$ cat src/text_header_frame_parser_macros.svh
// Assertion helpers for the files that check their own logic; only text_header_frame_parser.sv includes them.
`ifndef TEXT_HEADER_FRAME_PARSER_MACROS_SVH
`define TEXT_HEADER_FRAME_PARSER_MACROS_SVH

// Same-cycle implication, checked outside reset.
`define THFP_ASSERT_NOW(label, clk, rst_n, ante, cons) \
    label: assert property (@(posedge clk) disable iff (!(rst_n)) (ante) |-> (cons)) \
        else $error("thfp assertion failed");

// Next-cycle implication, checked outside reset.
`define THFP_ASSERT_NEXT(label, clk, rst_n, ante, cons) \
    label: assert property (@(posedge clk) disable iff (!(rst_n)) (ante) |=> (cons)) \
        else $error("thfp assertion failed");

`endif

$ cat src/thfp_pkg.sv
`default_nettype none

package thfp_pkg;

    localparam int VALUE_WIDTH_DEF = 32;

    localparam logic [7:0] CHAR_CR    = 8'h0D;
    localparam logic [7:0] CHAR_LF    = 8'h0A;
    localparam logic [7:0] CHAR_COLON = 8'h3A;
    localparam logic [7:0] CHAR_SPACE = 8'h20;
    localparam logic [7:0] CHAR_ZERO  = 8'h30;
    localparam logic [7:0] CHAR_NINE  = 8'h39;

    localparam logic [2:0] MAGIC_LAST = 3'd5;
    localparam logic [2:0] KEY_POS_MAX = 3'd7;

    // Key lanes: 0 Length, 1 Index, 2 Channel.
    localparam int NUM_KEYS = 3;
    localparam logic [7:0] KEY_TEXT [NUM_KEYS][8] = '{
        '{"L", "e", "n", "g", "t", "h", 8'h00, 8'h00},
        '{"I", "n", "d", "e", "x", 8'h00, 8'h00, 8'h00},
        '{"C", "h", "a", "n", "n", "e", "l", 8'h00}
    };
    localparam logic [2:0] KEY_LEN [NUM_KEYS] = '{3'd6, 3'd5, 3'd7};

    typedef enum logic [1:0] {
        EV_HEADER = 2'd0,
        EV_DATA   = 2'd1,
        EV_ERROR  = 2'd2
    } t_event;

    typedef enum logic [1:0] {
        DS_SKIP   = 2'd0,
        DS_DIGITS = 2'd1,
        DS_DONE   = 2'd2
    } t_digit;

    typedef struct packed {
        t_event      ev;
        logic [7:0]  data;
        logic [7:0]  chan;
        logic [31:0] index;
        logic [31:0] len;
        logic        last;
    } t_result;

    function automatic logic [7:0] magic_char(input logic [2:0] pos);
        logic [7:0] c;
        unique case (pos)
            3'd0:    c = "V";
            3'd1:    c = "1";
            3'd2:    c = ".";
            3'd3:    c = "0";
            3'd4:    c = CHAR_CR;
            3'd5:    c = CHAR_LF;
            default: c = 8'h00;
        endcase
        return c;
    endfunction

endpackage

`default_nettype wire

$ cat src/thfp_byte_if.sv
`default_nettype none

interface thfp_byte_if;
    logic       valid;
    logic       ready;
    logic [7:0] byte_in;

    modport source (output valid, output byte_in, input ready);
    modport sink (input valid, input byte_in, output ready);
endinterface

`default_nettype wire

$ cat src/thfp_rec_if.sv
`default_nettype none

interface thfp_rec_if;
    logic        valid;
    logic        ready;
    logic [1:0]  event_res;
    logic [7:0]  data_byte;
    logic [7:0]  channel;
    logic [31:0] seq_index;
    logic [31:0] content_length;
    logic        last;

    modport source (
        output valid, output event_res, output data_byte, output channel,
        output seq_index, output content_length, output last, input ready
    );
    modport sink (
        input valid, input event_res, input data_byte, input channel,
        input seq_index, input content_length, input last, output ready
    );
endinterface

`default_nettype wire

$ cat src/thfp_digit_acc.sv
`default_nettype none

// One character of a decimal value: skip spaces, accumulate, saturate.
module thfp_digit_acc #(
    parameter int VALUE_WIDTH = thfp_pkg::VALUE_WIDTH_DEF
) (
    input  wire logic [VALUE_WIDTH-1:0] i_acc,
    input  wire thfp_pkg::t_digit       i_ds,
    input  wire logic [7:0]             i_char,
    output logic [VALUE_WIDTH-1:0]      o_acc,
    output thfp_pkg::t_digit            o_ds,
    output logic                        o_err
);

    logic                   w_is_digit;
    logic [3:0]             w_digit;
    logic [VALUE_WIDTH+3:0] w_prod;

    assign w_is_digit = (i_char >= thfp_pkg::CHAR_ZERO) && (i_char <= thfp_pkg::CHAR_NINE);
    assign w_digit    = 4'(i_char - thfp_pkg::CHAR_ZERO);
    // acc * 10 + d; any bit above the value width means saturation
    assign w_prod = {i_acc, 3'b000} + {2'b00, i_acc, 1'b0}
                  + (VALUE_WIDTH+4)'(w_digit);

    always_comb begin
        o_acc = i_acc;
        o_ds  = i_ds;
        o_err = 1'b0;
        unique case (i_ds)
            thfp_pkg::DS_SKIP: begin
                if (i_char != thfp_pkg::CHAR_SPACE) begin
                    if (!w_is_digit) begin
                        o_err = 1'b1;
                    end else begin
                        o_acc = VALUE_WIDTH'(w_digit);
                        o_ds  = thfp_pkg::DS_DIGITS;
                    end
                end
            end
            thfp_pkg::DS_DIGITS: begin
                if (w_is_digit) begin
                    o_acc = (|w_prod[VALUE_WIDTH+3:VALUE_WIDTH]) ? '1
                                                                 : w_prod[VALUE_WIDTH-1:0];
                end else begin
                    o_ds = thfp_pkg::DS_DONE;
                end
            end
            default: begin
                o_ds = i_ds;
            end
        endcase
    end

endmodule

`default_nettype wire

$ cat src/thfp_core.sv
`default_nettype none

// Parser state and per-byte next-state logic; one byte per advance.
module thfp_core #(
    parameter int VALUE_WIDTH = thfp_pkg::VALUE_WIDTH_DEF
) (
    input  wire logic              i_clk,
    input  wire logic              i_rst_n,
    input  wire logic              i_advance,
    input  wire logic [7:0]        i_byte,
    output logic                   o_res_valid,
    output thfp_pkg::t_result      o_res
);

    localparam int AW = (VALUE_WIDTH > 32) ? VALUE_WIDTH : 32;

    typedef enum logic [2:0] {
        PH_MAGIC,
        PH_KEY,
        PH_VALUE,
        PH_CONTENT,
        PH_ERROR
    } t_phase;

    t_phase                 r_phase, n_phase;
    logic [2:0]             r_magic_pos, n_magic_pos;
    logic [2:0]             r_cand, n_cand;
    logic [2:0]             r_key_pos, n_key_pos;
    logic                   r_line_started, n_line_started;
    logic                   r_cr_pending, n_cr_pending;
    logic [VALUE_WIDTH-1:0] r_acc, n_acc;
    thfp_pkg::t_digit       r_ds, n_ds;
    logic [7:0]             r_chan, n_chan;
    logic [31:0]            r_index, n_index;
    logic [31:0]            r_len, n_len;
    logic [31:0]            r_bytes_left, n_bytes_left;

    // State after a pending CR that turned out to be an ordinary character
    logic                   w_line_end;
    logic [2:0]             w_pre_cand;
    logic [2:0]             w_pre_key_pos;
    logic                   w_pre_started;
    thfp_pkg::t_digit       w_pre_ds;
    logic                   w_pre_err;
    logic [2:0]             w_key_pos_inc;

    logic [VALUE_WIDTH-1:0] w_dg_acc;
    thfp_pkg::t_digit       w_dg_ds;
    logic                   w_dg_err;

    logic [AW-1:0]          w_acc_ext;
    logic [31:0]            w_acc_sat32;
    logic [7:0]             w_acc_sat8;
    logic [31:0]            w_bytes_dec;

    assign w_key_pos_inc = (r_key_pos == thfp_pkg::KEY_POS_MAX) ? r_key_pos : r_key_pos + 3'd1;
    assign w_acc_ext     = AW'(r_acc);
    assign w_acc_sat32   = (w_acc_ext > AW'(32'hFFFF_FFFF)) ? 32'hFFFF_FFFF : w_acc_ext[31:0];
    assign w_acc_sat8    = (w_acc_ext > AW'(8'hFF)) ? 8'hFF : w_acc_ext[7:0];
    assign w_bytes_dec   = (r_bytes_left != 32'd0) ? r_bytes_left - 32'd1 : 32'd0;

    always_comb begin
        w_line_end    = 1'b0;
        w_pre_cand    = r_cand;
        w_pre_key_pos = r_key_pos;
        w_pre_started = r_line_started;
        w_pre_ds      = r_ds;
        w_pre_err     = 1'b0;
        if (r_cr_pending) begin
            if (i_byte == thfp_pkg::CHAR_LF) begin
                w_line_end = 1'b1;
            end else if (r_phase == PH_KEY) begin
                // CR never matches a key character
                w_pre_started = 1'b1;
                w_pre_cand    = 3'b000;
                w_pre_key_pos = w_key_pos_inc;
            end else if (r_cand != 3'b000) begin
                if (r_ds == thfp_pkg::DS_SKIP) begin
                    w_pre_err = 1'b1;
                end else if (r_ds == thfp_pkg::DS_DIGITS) begin
                    w_pre_ds = thfp_pkg::DS_DONE;
                end
            end
        end
    end

    thfp_digit_acc #(
        .VALUE_WIDTH (VALUE_WIDTH)
    ) u_digit (
        .i_acc  (r_acc),
        .i_ds   (w_pre_ds),
        .i_char (i_byte),
        .o_acc  (w_dg_acc),
        .o_ds   (w_dg_ds),
        .o_err  (w_dg_err)
    );

    always_comb begin
        logic       err;
        logic       new_line;
        logic [2:0] hit;
        logic [2:0] kpos_next;

        n_phase        = r_phase;
        n_magic_pos    = r_magic_pos;
        n_cand         = r_cand;
        n_key_pos      = r_key_pos;
        n_line_started = r_line_started;
        n_cr_pending   = r_cr_pending;
        n_acc          = r_acc;
        n_ds           = r_ds;
        n_chan         = r_chan;
        n_index        = r_index;
        n_len          = r_len;
        n_bytes_left   = r_bytes_left;
        o_res_valid    = 1'b0;
        o_res          = '0;
        err            = 1'b0;
        new_line       = 1'b0;
        hit            = 3'b000;
        kpos_next      = w_key_pos_inc;

        if (i_advance) begin
            unique case (r_phase)
                PH_MAGIC: begin
                    if (i_byte != thfp_pkg::magic_char(r_magic_pos)) begin
                        err = 1'b1;
                    end else if (r_magic_pos == thfp_pkg::MAGIC_LAST) begin
                        n_magic_pos = 3'd0;
                        n_phase     = PH_KEY;
                        new_line    = 1'b1;
                        n_chan      = 8'd0;
                        n_index     = 32'd0;
                        n_len       = 32'd0;
                    end else begin
                        n_magic_pos = r_magic_pos + 3'd1;
                    end
                end
                PH_KEY, PH_VALUE: begin
                    n_cr_pending = 1'b0;
                    if (w_line_end) begin
                        if (r_phase == PH_KEY) begin
                            if (r_line_started) begin
                                err = 1'b1;
                            end else begin
                                // Empty line closes the header block
                                o_res_valid    = 1'b1;
                                o_res.ev       = thfp_pkg::EV_HEADER;
                                o_res.chan     = r_chan;
                                o_res.index    = r_index;
                                o_res.len      = r_len;
                                o_res.last     = (r_len == 32'd0);
                                n_phase        = (r_len != 32'd0) ? PH_CONTENT : PH_MAGIC;
                                n_bytes_left   = r_len;
                                new_line       = 1'b1;
                            end
                        end else begin
                            if ((r_cand != 3'b000) && (r_ds == thfp_pkg::DS_SKIP)) begin
                                err = 1'b1;
                            end else begin
                                if (r_cand[0]) begin
                                    n_len = w_acc_sat32;
                                end
                                if (r_cand[1]) begin
                                    n_index = w_acc_sat32;
                                end
                                if (r_cand[2]) begin
                                    n_chan = w_acc_sat8;
                                end
                                n_phase  = PH_KEY;
                                new_line = 1'b1;
                            end
                        end
                    end else if (w_pre_err) begin
                        err = 1'b1;
                    end else begin
                        n_cand         = w_pre_cand;
                        n_key_pos      = w_pre_key_pos;
                        n_line_started = w_pre_started;
                        n_ds           = w_pre_ds;
                        if (w_pre_key_pos != r_key_pos) begin
                            kpos_next = (w_pre_key_pos == thfp_pkg::KEY_POS_MAX)
                                      ? w_pre_key_pos : w_pre_key_pos + 3'd1;
                        end
                        if (i_byte == thfp_pkg::CHAR_CR) begin
                            n_cr_pending = 1'b1;
                        end else if (r_phase == PH_KEY) begin
                            n_line_started = 1'b1;
                            if (i_byte == thfp_pkg::CHAR_COLON) begin
                                for (int k = 0; k < thfp_pkg::NUM_KEYS; k++) begin
                                    if (w_pre_cand[k]
                                        && (w_pre_key_pos == thfp_pkg::KEY_LEN[2'(k)])) begin
                                        hit[k] = 1'b1;
                                    end
                                end
                                n_cand  = hit;
                                n_phase = PH_VALUE;
                                n_ds    = thfp_pkg::DS_SKIP;
                                n_acc   = '0;
                            end else begin
                                for (int k = 0; k < thfp_pkg::NUM_KEYS; k++) begin
                                    if ((w_pre_key_pos >= thfp_pkg::KEY_LEN[2'(k)])
                                        || (thfp_pkg::KEY_TEXT[2'(k)][w_pre_key_pos]
                                            != i_byte)) begin
                                        n_cand[k] = 1'b0;
                                    end
                                end
                                n_key_pos = kpos_next;
                            end
                        end else if (w_pre_cand != 3'b000) begin
                            if (w_dg_err) begin
                                err = 1'b1;
                            end else begin
                                n_acc = w_dg_acc;
                                n_ds  = w_dg_ds;
                            end
                        end
                    end
                end
                PH_CONTENT: begin
                    o_res_valid  = 1'b1;
                    o_res.ev     = thfp_pkg::EV_DATA;
                    o_res.data   = i_byte;
                    o_res.chan   = r_chan;
                    o_res.index  = r_index;
                    o_res.len    = r_len;
                    n_bytes_left = w_bytes_dec;
                    if (w_bytes_dec == 32'd0) begin
                        o_res.last = 1'b1;
                        n_phase    = PH_MAGIC;
                    end
                end
                default: begin
                    err = 1'b1;
                end
            endcase

            if (new_line) begin
                n_cand         = 3'b111;
                n_key_pos      = 3'd0;
                n_line_started = 1'b0;
                n_cr_pending   = 1'b0;
                n_acc          = '0;
                n_ds           = thfp_pkg::DS_SKIP;
            end
            if (err) begin
                n_phase     = PH_ERROR;
                o_res_valid = 1'b1;
                o_res       = '0;
                o_res.ev    = thfp_pkg::EV_ERROR;
            end
        end
    end

    always_ff @(posedge i_clk) begin
        if (!i_rst_n) begin
            r_phase        <= PH_MAGIC;
            r_magic_pos    <= 3'd0;
            r_cand         <= 3'b111;
            r_key_pos      <= 3'd0;
            r_line_started <= 1'b0;
            r_cr_pending   <= 1'b0;
            r_acc          <= '0;
            r_ds           <= thfp_pkg::DS_SKIP;
            r_chan         <= 8'd0;
            r_index        <= 32'd0;
            r_len          <= 32'd0;
            r_bytes_left   <= 32'd0;
        end else begin
            r_phase        <= n_phase;
            r_magic_pos    <= n_magic_pos;
            r_cand         <= n_cand;
            r_key_pos      <= n_key_pos;
            r_line_started <= n_line_started;
            r_cr_pending   <= n_cr_pending;
            r_acc          <= n_acc;
            r_ds           <= n_ds;
            r_chan         <= n_chan;
            r_index        <= n_index;
            r_len          <= n_len;
            r_bytes_left   <= n_bytes_left;
        end
    end

endmodule

`default_nettype wire

$ cat src/text_header_frame_parser.sv
// Channel   Dir  Modport  Payload
// i_byte    in   sink     byte_in[7:0]
// o_rec     out  source   event_res, data_byte, channel, seq_index, content_length, last
//
// One byte per cycle sustained while o_rec is not stalled; a byte that is taken passes
// through the input register, then parser logic into the result register.
// The parser state advances once per byte; the decimal accumulate
// (acc * 10 + digit) on the value path is combinational.
// i_rst_n is synchronous: parser returns to the magic line, counters clear.
// A stalled o_rec holds its record; i_byte keeps taking one more byte until the
// input register is also full.
`default_nettype none

`include "text_header_frame_parser_macros.svh"

module text_header_frame_parser #(
    parameter int VALUE_WIDTH = thfp_pkg::VALUE_WIDTH_DEF
) (
    input  wire logic        i_clk,
    input  wire logic        i_rst_n,
    thfp_byte_if.sink        i_byte,
    thfp_rec_if.source       o_rec
);

    // Input register
    logic              r_in_valid;
    logic [7:0]        r_in_byte;

    // Result register
    logic              r_out_valid;
    thfp_pkg::t_result r_out;

    logic              w_advance;
    logic              w_res_valid;
    thfp_pkg::t_result w_res;

    // Check terms
    logic              w_rec_err;
    logic              w_rec_no_data;
    logic              w_held;

    // Advance the held byte whenever the result register is free or draining
    assign w_advance    = r_in_valid && (!r_out_valid || o_rec.ready);
    assign i_byte.ready = !r_in_valid || w_advance;

    thfp_core #(
        .VALUE_WIDTH (VALUE_WIDTH)
    ) u_core (
        .i_clk       (i_clk),
        .i_rst_n     (i_rst_n),
        .i_advance   (w_advance),
        .i_byte      (r_in_byte),
        .o_res_valid (w_res_valid),
        .o_res       (w_res)
    );

    always_ff @(posedge i_clk) begin
        if (!i_rst_n) begin
            r_in_valid  <= 1'b0;
            r_out_valid <= 1'b0;
        end else begin
            // Hold the byte until the parser takes it
            if (i_byte.ready) begin
                r_in_valid <= i_byte.valid;
            end
            // Load a new record, or drop the delivered one
            if (w_advance && w_res_valid) begin
                r_out_valid <= 1'b1;
            end else if (o_rec.ready) begin
                r_out_valid <= 1'b0;
            end
        end
    end

    always_ff @(posedge i_clk) begin
        if (i_byte.ready && i_byte.valid) begin
            r_in_byte <= i_byte.byte_in;
        end
        if (w_advance && w_res_valid) begin
            r_out <= w_res;
        end
    end

    assign o_rec.valid          = r_out_valid;
    assign o_rec.event_res      = r_out.ev;
    assign o_rec.data_byte      = r_out.data;
    assign o_rec.channel        = r_out.chan;
    assign o_rec.seq_index      = r_out.index;
    assign o_rec.content_length = r_out.len;
    assign o_rec.last           = r_out.last;

    assign w_rec_err     = o_rec.valid && (o_rec.event_res == 2'(thfp_pkg::EV_ERROR));
    assign w_rec_no_data = o_rec.valid && (o_rec.event_res != 2'(thfp_pkg::EV_DATA));
    assign w_held        = r_in_valid && r_out_valid && !o_rec.ready;

    // Errors are sticky: once an error record shows, every later record is one too.
    `THFP_ASSERT_NEXT(a_error_sticky, i_clk, i_rst_n, w_rec_err, !o_rec.valid || w_rec_err)
    // An error record never carries a last mark.
    `THFP_ASSERT_NOW(a_last_not_error, i_clk, i_rst_n, o_rec.valid && o_rec.last, !w_rec_err)
    // Only content records carry a data byte.
    `THFP_ASSERT_NOW(a_data_only_content, i_clk, i_rst_n, w_rec_no_data, o_rec.data_byte == 8'd0)
    // A full input register behind a stalled result blocks the input side.
    `THFP_ASSERT_NOW(a_full_blocks_input, i_clk, i_rst_n, w_held, !i_byte.ready)

endmodule

`default_nettype wire

$ cat src/flat_wrapper.sv
// flat-port wrapper written by rule: the top's interface ports become plain ports
module text_header_frame_parser_flat 
#(
    parameter int VALUE_WIDTH = thfp_pkg::VALUE_WIDTH_DEF
)
  (i_clk, i_rst_n, i_byte_valid, i_byte_byte_in, i_byte_ready, o_rec_valid, o_rec_event_res, o_rec_data_byte, o_rec_channel, o_rec_seq_index, o_rec_content_length, o_rec_last, o_rec_ready);
  thfp_byte_if i_byte_i ();
  thfp_rec_if o_rec_i ();
  input  wire logic i_clk;
  input  wire logic i_rst_n;
  input wire logic [$bits(i_byte_i.valid)-1:0] i_byte_valid;
  input wire logic [$bits(i_byte_i.byte_in)-1:0] i_byte_byte_in;
  output wire logic [$bits(i_byte_i.ready)-1:0] i_byte_ready;
  output wire logic [$bits(o_rec_i.valid)-1:0] o_rec_valid;
  output wire logic [$bits(o_rec_i.event_res)-1:0] o_rec_event_res;
  output wire logic [$bits(o_rec_i.data_byte)-1:0] o_rec_data_byte;
  output wire logic [$bits(o_rec_i.channel)-1:0] o_rec_channel;
  output wire logic [$bits(o_rec_i.seq_index)-1:0] o_rec_seq_index;
  output wire logic [$bits(o_rec_i.content_length)-1:0] o_rec_content_length;
  output wire logic [$bits(o_rec_i.last)-1:0] o_rec_last;
  input wire logic [$bits(o_rec_i.ready)-1:0] o_rec_ready;
  assign i_byte_i.valid = i_byte_valid;
  assign i_byte_i.byte_in = i_byte_byte_in;
  assign i_byte_ready = i_byte_i.ready;
  assign o_rec_valid = o_rec_i.valid;
  assign o_rec_event_res = o_rec_i.event_res;
  assign o_rec_data_byte = o_rec_i.data_byte;
  assign o_rec_channel = o_rec_i.channel;
  assign o_rec_seq_index = o_rec_i.seq_index;
  assign o_rec_content_length = o_rec_i.content_length;
  assign o_rec_last = o_rec_i.last;
  assign o_rec_i.ready = o_rec_ready;
  text_header_frame_parser #(.VALUE_WIDTH(VALUE_WIDTH)) u_core (.i_clk(i_clk), .i_rst_n(i_rst_n), .i_byte(i_byte_i), .o_rec(o_rec_i));
endmodule
$ cat config.mk
export PLATFORM = sky130hd
export DESIGN_NAME = text_header_frame_parser_flat
export DESIGN_NICKNAME = d
export VERILOG_FILES = /design/src/thfp_pkg.sv /design/src/thfp_byte_if.sv /design/src/thfp_rec_if.sv /design/src/thfp_digit_acc.sv /design/src/thfp_core.sv /design/src/text_header_frame_parser.sv /design/src/flat_wrapper.sv
export VERILOG_INCLUDE_DIRS = /design/src /design/src/src
export SDC_FILE = /design/constraint.sdc
export NUM_CORES = 1
export LEC_CHECK = 0
export CAP_MARGIN = 20
export CORE_ASPECT_RATIO = 0.7
export CORE_UTILIZATION = 60
export CTS_BUF_LIST = sky130_fd_sc_hd__clkbuf_4 sky130_fd_sc_hd__clkbuf_8
export CTS_CLUSTER_DIAMETER = 150
export CTS_CLUSTER_SIZE = 24
export DETAILED_ROUTE_END_ITERATION = 12
export DONT_BUFFER_PORTS = 1
export PLACE_DENSITY = 0.78
export REMOVE_ABC_BUFFERS = 1
export SLEW_MARGIN = 10
export SYNTH_ARGS = -nofsm -noshare
export SYNTH_HDL_FRONTEND = slang
export SYNTH_SLANG_ARGS = --single-unit
$ cat constraint.sdc
create_clock -name i_clk -period 6.55 [get_ports i_clk]
set_input_delay 0.655 -clock i_clk [delete_from_list [all_inputs] [get_ports i_clk]]
set_output_delay 0.655 -clock i_clk [all_outputs]
set_load 0.05 [all_outputs]
# Word level (Yosys, flattened, before mapping)
# Memories as Yosys holds them, arrays and structs flattened.
# Index checks and enable logic that the tools add are counted.
dict set report totals {
  romBits 128
  register_bits 245
  latchBits 0
  wordCells 304
  input_bits 12
  n_memories 2
  mem_bits_rw 0
}
dict set report classes {
  div 0
  mul 0
  n_addsub 7
  shifts 0
  n_bitwise 4
  n_reduce_logical 44
  magnitude_cmp 7
  n_eq_ne 50
  muxes 168
}
# name depth word_bits rd rd_ports_with_merged_regs wr line_no
set mem_list {}
lappend mem_list {{(no name shown)} 8 8 1 0 0 thfp_core.sv:203} ;# || (thfp_pkg::KEY_TEXT[2'(k)][w_pre_key_pos]
lappend mem_list {{(no name shown)} 8 8 1 0 0 thfp_core.sv:203}
# operator count
set ops {}
lappend ops {{$mux W32} 28}
lappend ops {{$pmux W32 S2} 4}
lappend ops {{$mux W73} 3}
lappend ops {{$pmux W73 S2} 1}
lappend ops {{$mux W8} 14}
lappend ops {{$mux W3} 36}
lappend ops {{$mux W83} 1}
lappend ops {{$logic_not A32 Y1} 2}
lappend ops {{$reduce_bool A32 Y1} 2}
lappend ops {{$mux W1} 55}
lappend ops {{$pmux W7 S6} 1}
lappend ops {{$mux W2} 19}
lappend ops {{$add A35 B33 Y36} 1}
lappend ops {{$add A36 B4 Y36} 1}
lappend ops {{$gt A32 B32 Y1 const B} 1}
lappend ops {{$gt A32 B8 Y1 const B} 1}
lappend ops {{$sub A32 B1 Y32 const B} 1}
lappend ops {{$ne A8 B8 Y1} 3}
lappend ops {{$reduce_and A8 Y1} 3}
lappend ops {{$eq A3 B3 Y1 const B} 7}
lappend ops {{$ne A2 B2 Y1 const B} 10}
lappend ops {{$ne A4 B4 Y1 const B} 5}
lappend ops {{$eq A8 B4 Y1 const B} 2}
lappend ops {{$pmux W8 S2} 1}
lappend ops {{40 further kinds} 78}

# Longest topological paths before layout
dict set report logic_depth {
  ltp_word 21
  depth_mapped 15
  ltp_nobuf 13
}

# Modules after synthesis
# A second synthesis with hierarchy kept.
dict set report unflattened {
  cells_unflattened 1661
  area_unflattened_um2 15013.1
}
# module area_per_inst_um2 cells_per_inst instances seq_area_each_um2
set by_module_without_submodules {}
lappend by_module_without_submodules {thfp_core 9153.8 1136 1 3042.9}
lappend by_module_without_submodules {thfp_digit_acc 3014.1 421 1 0.0}
lappend by_module_without_submodules {text_header_frame_parser 2845.2 104 1 2772.7}

# Worst setup path before layout
# OpenSTA, ideal clock, no wires.
dict set report synth_path {
  kind {flip-flop to flip-flop}
  startpoint {reg u_core.r_in_byte[0]}
  endpoint {reg u_core.r_out (netlist bit u_core.o_rec.channel[0]) (enable)}
  setup_time_ps 553
  t_required_ps 5997
  arrival_time_ps 5954
  slack_ps 43
  synth_period_minus_slack_ps 6507
  path_buffers 1
  stages_incl_launch_ff 9
  cell_sequence {edfxtp_1 > clkbuf_1 > nor4bb_1 > and2_1 > o21a_1 > a21oi_1 > o32ai_1 > nor2_1 > a21oi_1}
}
dict set report synth_via {
  elab_chain_cells 16
}
# item line_no
set synth_lines {}
lappend synth_lines {{start: declaration} text_header_frame_parser.sv:27} ;# logic [7:0] r_in_byte;
lappend synth_lines {{start signal: assignment} text_header_frame_parser.sv:77} ;# r_in_byte <= i_byte.byte_in;
lappend synth_lines {{$ge A8 B6 Y1 (tied with other cells)} thfp_digit_acc.sv:19} ;# assign w_is_digit = (i_char >= thfp_pkg::CHAR_ZERO) && (i_char <= thfp_pkg::CHAR_NINE);
lappend synth_lines {{$logic_and A1 B1 Y1 / $mux W2 (equally long branches)} {thfp_digit_acc.sv:19, thfp_core.sv:70}}
lappend synth_lines {{$mux W1 / $mux W2 (equally long branches)} {thfp_digit_acc.sv:32, thfp_core.sv:69}}
lappend synth_lines {{$mux W1 / $logic_not A2 Y1 (equally long branches)} {thfp_digit_acc.sv:31, thfp_digit_acc.sv:29}}
lappend synth_lines {{$mux W1} thfp_digit_acc.sv:29} ;# unique case (i_ds)
lappend synth_lines {{$mux W1} thfp_core.sv:211} ;# if (w_dg_err) begin
lappend synth_lines {{$mux W1} thfp_core.sv:210} ;# end else if (w_pre_cand != 3'b000) begin
lappend synth_lines {{$mux W1} thfp_core.sv:187} ;# end else if (r_phase == PH_KEY) begin
lappend synth_lines {{$mux W1} thfp_core.sv:185} ;# if (i_byte == thfp_pkg::CHAR_CR) begin
lappend synth_lines {{$mux W1} thfp_core.sv:174} ;# end else if (w_pre_err) begin
lappend synth_lines {{$mux W1} thfp_core.sv:141} ;# if (w_line_end) begin
lappend synth_lines {{$pmux W1 S3} thfp_core.sv:124} ;# unique case (r_phase)
lappend synth_lines {{$mux W1} thfp_core.sv:123} ;# if (i_advance) begin
lappend synth_lines {{$mux W1 (*)} thfp_core.sv:246} ;# if (err) begin
lappend synth_lines {{$mux W1 (*)} thfp_core.sv:123}
lappend synth_lines {{$logic_and A1 B1 Y1 (*)} text_header_frame_parser.sv:79} ;# if (w_advance && w_res_valid) begin
lappend synth_lines {{end signal: assignment} text_header_frame_parser.sv:80} ;# r_out <= w_res;
lappend synth_lines {{end: declaration} text_header_frame_parser.sv:31} ;# thfp_pkg::t_result r_out;
# Every way passes the cells marked *; elsewhere a longest branch is shown, timed or not. The select of a mux whose other input is x is not followed.
# A chain may end at the register's enable or synchronous reset.

# Worst setup path after layout
dict set report layout_path {
  startpoint {reg u_core.r_in_byte[3]}
  endpoint {reg u_core.u_core.r_acc[8]}
}
dict set report layout_via {
  elab_chain_cells 14
}
# item line_no
set layout_lines {}
lappend layout_lines {{$sub A4 B1 Y4} thfp_digit_acc.sv:20} ;# assign w_digit = 4'(i_char - thfp_pkg::CHAR_ZERO);
lappend layout_lines {{$add A36 B4 Y36} thfp_digit_acc.sv:23} ;# + (VALUE_WIDTH+4)'(w_digit);
lappend layout_lines {{$reduce_or A4 Y1} thfp_digit_acc.sv:42} ;# o_acc = (|w_prod[VALUE_WIDTH+3:VALUE_WIDTH]) ? '1
lappend layout_lines {{$mux W32} thfp_digit_acc.sv:42}
lappend layout_lines {{$mux W32} thfp_digit_acc.sv:41} ;# if (w_is_digit) begin
lappend layout_lines {{$pmux W32 S2} thfp_digit_acc.sv:29}
lappend layout_lines {{$mux W32} thfp_core.sv:211}
lappend layout_lines {{$mux W32} thfp_core.sv:210}
lappend layout_lines {{$mux W32} thfp_core.sv:187}
lappend layout_lines {{$mux W32} thfp_core.sv:185}
lappend layout_lines {{$mux W32} thfp_core.sv:174}
lappend layout_lines {{$mux W32} thfp_core.sv:141}
lappend layout_lines {{$mux W32} thfp_core.sv:124}
lappend layout_lines {{$mux W32} thfp_core.sv:238} ;# if (new_line) begin
lappend layout_lines {{end signal: assignment} thfp_core.sv:276} ;# r_acc <= n_acc;
lappend layout_lines {{end: declaration} thfp_core.sv:31} ;# logic [VALUE_WIDTH-1:0] r_acc, n_acc;
# Several ways; a longest one is shown, not always the timed one. The select of a mux whose other input is x is not followed.

==> results.md <==
* Worst hold slack at roughly 0.20 ns
* Tot GR Track Use at a little under a third
* Pin count of the biggest net entering global routing at about 110
* Initial DRT Pass Iterations at 5
* Max-Cap Viols at 0
* Port bufs at 0
* Critical Path Start Type: register
* Die area at 24040 um2
* Status: finished, final reports clean
* Total wire length at 36.45 mm
* CP required at 7.02 ns
* Final Net Count at about 1600
* Crit share post-route at between 60% and 70%
* Hold Startpoint: i_byte_byte_in[0]
* Synth top cells by count: 154 x dfxtp_1, 143 x nand2_1, 122 x o21ai_0
* Post-CTS setup buffer count at 0
* Count leader, synth: dfxtp_1
* CTS tree: done
* Post-synth EDFFs at roughly 90
* Vias in the first global route at ~10000
* Cells after synthesis at ~1600
* Synth area leaders: dfxtp_1 22%, edfxtp_1 19%, ha_1 6.3%
* Max IR drop VDD at 138.2 uV
* Peak fanout along the critical path at 32
* Num rows at 46
* Drt wl/cell at between 15 and 20 um
* Layout cell share with drive strength beyond 1 at 4.756%
* Antenna viol nets, final at 0
* DP Wirelength at between 20 and 30 mm
* Fin crit period at 4.401 ns
* Post-synthesis compound-gate area fraction at approximately 19%
* Die X at around 180 um
* Clock buffer depth at 3
* First-pass GRT wire length at about 58 mm
* Clock slew at reported path FFs at roughly 0.15 ns
* Setup Crit Path Kind: reg -> reg
* CP endpoint kind: register
* Synthesized flop and latch total at around 250
* Post-synth top area share at a little over a fifth
* Vias/cell at around 6.4
* TritonCTS Sinks at around 250
* Mux contribution to synthesized area at between 2 and 3%
* Worst r2r src: u_core.r_in_byte[3]
* Synth Area in Simple Gates at 23.34%
* Post-synth top area cell: dfxtp_1
* Skew final at roughly 0.053 ns
* # diodes at 0
* Initial DRC Count at 1354
* Grt ovf at 0
* I/O pin cnt at 97
* Post-Place Setup Slack at roughly 2.2 ns
* CTS root buf: clkbuf_8
* Residual DRC count at 0
* Pwr/cell area at approximately 180 nW/um2
* Netlist Area Pre-Place at 14050 um2
* Tot Pwr at 2.548 mW
* Synth Area in XOR/XNOR at ~3.1%
* Max-slew headroom at 34.70%
* Worst path arrival time at 4.87 ns
* Leak at 5.259 nW
* Average cell area after synthesis at between 8 and 9 um2
* Count of final hold-check violations at 0
* CTS Hold Bufs at 0
* Final TNS setup at 0 ns
* Die H at ~130 um
* Setup Viol. Count Final at 0
* Post-cts repair resize count at 0
* Core Region at approximately 23000 um2
* Clock buffer count from CTS at 14
* Fmax at between 200 and 250 MHz
* Starting Density at between 60% and 70%
* Fin worst setup slack at about 2.1 ns
* Ys Warns at 0
* Syn-to-layout area delta at 2.627%
* CP startpoint: u_core.r_in_byte[3]
* Hold/Removal Path Class: in -> reg
* Synth Area in Adders at roughly 6.6%
* RD Place Congestion at approximately 0.93
* Seq/Total Area, Yosys at a little over 40%
* Count of different cell masters after synthesis at just under 90
* Ys async rst share at 0%
* Max-slew violations at 0
* Worst slew pin tran at between 0.9 and 1 ns
* Most used DFF post-synth: dfxtp_1
* Initial antenna violation count at 0
* Largest family of logic cells by synthesized area: simple AND/OR/NAND/NOR gates
* Worst skew pair latency at around 0.55 ns
* Via count at around 12000
* RSZ-0062 raised after global routing: no
* H-tree depth at 1
==> worst max-delay path: stages (launching register included) <==
cell and delay [ns]:
edfxtp_1 0.67, fa_1 0.55, ha_1 0.34, a211oi_1 0.25, nor2_1 0.12, o31ai_1 0.62, a21boi_0 0.29, o2111a_1 0.29
or4_1 0.42, o2111ai_2 0.10, buf_4 0.34, o21ai_0 0.15, a21oi_1 0.18
==> routing by layer <==
layer  GRT usage [%]  part of all wire [%]  up-vias
li1                -                     -     5645
met1           48.94                    49     5615
met2           41.31                    40      478
met3           5.610                   9.0       34
met4           4.132                   1.4        0
met5               0                     0        -
==> logic make-up after synthesis <==
family | after synthesis
and+or+nand+nor | 635
AOI/OAI and AO/OA | 406
adders and majority gates | 73
muxes | 39
DFF | 245
xor gates and xnor gates | 49
buffers and inverters | 140
==> worst paths after layout <==
check / slack [ns] / end / depth (start not counted)
max: 2.15 / u_core.u_core.r_acc[8] / 12
min: 0.20 / u_core.r_in_byte[0] / 0
max reg2reg: 2.15 / u_core.u_core.r_acc[8] / 12
min reg2reg: 0.46 / u_core.u_core.r_index[1] / 2
==> cell type report <==
cell class,count,area (um2)
multi-input cells,1202,7671
fillers,1988,8373
well taps,312,390.4
clock buffers,23,266.5
repair buffers,13,142.6
clock inverters,1,20.02
inverters,30,112.6
flip-flops and latches,245,5816
==> stage by stage <==
step | instance area [um2] | util (%) | instances
2_1_floorplan | 13570 | - | 1477
3_3_place_gp | 14080 | 61.80 | 1800
3_5_place_dp | 14080 | 61.80 | 1800
4_1_cts | 14370 | 63.05 | 1824
5_1_grt | 14420 | 63.26 | 1826
6_report | 14420 | 63.26 | 1826
==> flip-flops by register name, summed over array words and instances, names as in the netlist <==
| signal | count |
|---|---|
| u_core.u_core.r_cand | 3 |
| u_core.r_in_valid | 1 |
| u_core.u_core.r_ds | 2 |
| u_core.u_core.r_acc | 32 |
| u_core.u_core.r_key_pos | 3 |
| u_core.o_rec.valid | 1 |
| u_core.u_core.r_len | 32 |
| u_core.o_rec.seq_index | 32 |
| u_core.u_core.r_chan | 8 |
| u_core.o_rec.event_res | 2 |
| u_core.u_core.r_bytes_left | 32 |
| u_core.u_core.r_line_started | 1 |
| u_core.o_rec.last | 1 |
| u_core.u_core.r_cr_pending | 1 |
| u_core.r_in_byte | 8 |
| u_core.u_core.r_magic_pos | 3 |
| u_core.u_core.r_index | 32 |
| u_core.o_rec.content_length | 32 |
| u_core.o_rec.data_byte | 8 |
| u_core.u_core.r_phase | 3 |
| u_core.o_rec.channel | 8 |
==> placed cells by master (no fill, tap or decap), types with 37 or more instances in the layout <==
cell | Yosys | final
and2_1 | 95 | 95
edfxtp_1 | 91 | 91
nand2_1 | 143 | 143
nor2_1 | 112 | 111
ha_1 | 71 | 71
o21ai_0 | 122 | 122
nor3_1 | 59 | 59
mux2i_1 | 37 | 37
dfxtp_1 | 154 | 154
a21oi_1 | 100 | 99
nand3_1 | 85 | 85
==> where the power goes <==
| part | internal (mW) | total, mW | switching, mW |
|---|---|---|---|
| Clock | 0.269 | 0.755 | 0.486 |
| Combinational | 0.0195 | 0.0692 | 0.0497 |
| Sequential | 1.61 | 1.72 | 0.115 |
Power figures use the tool's default switching activity.
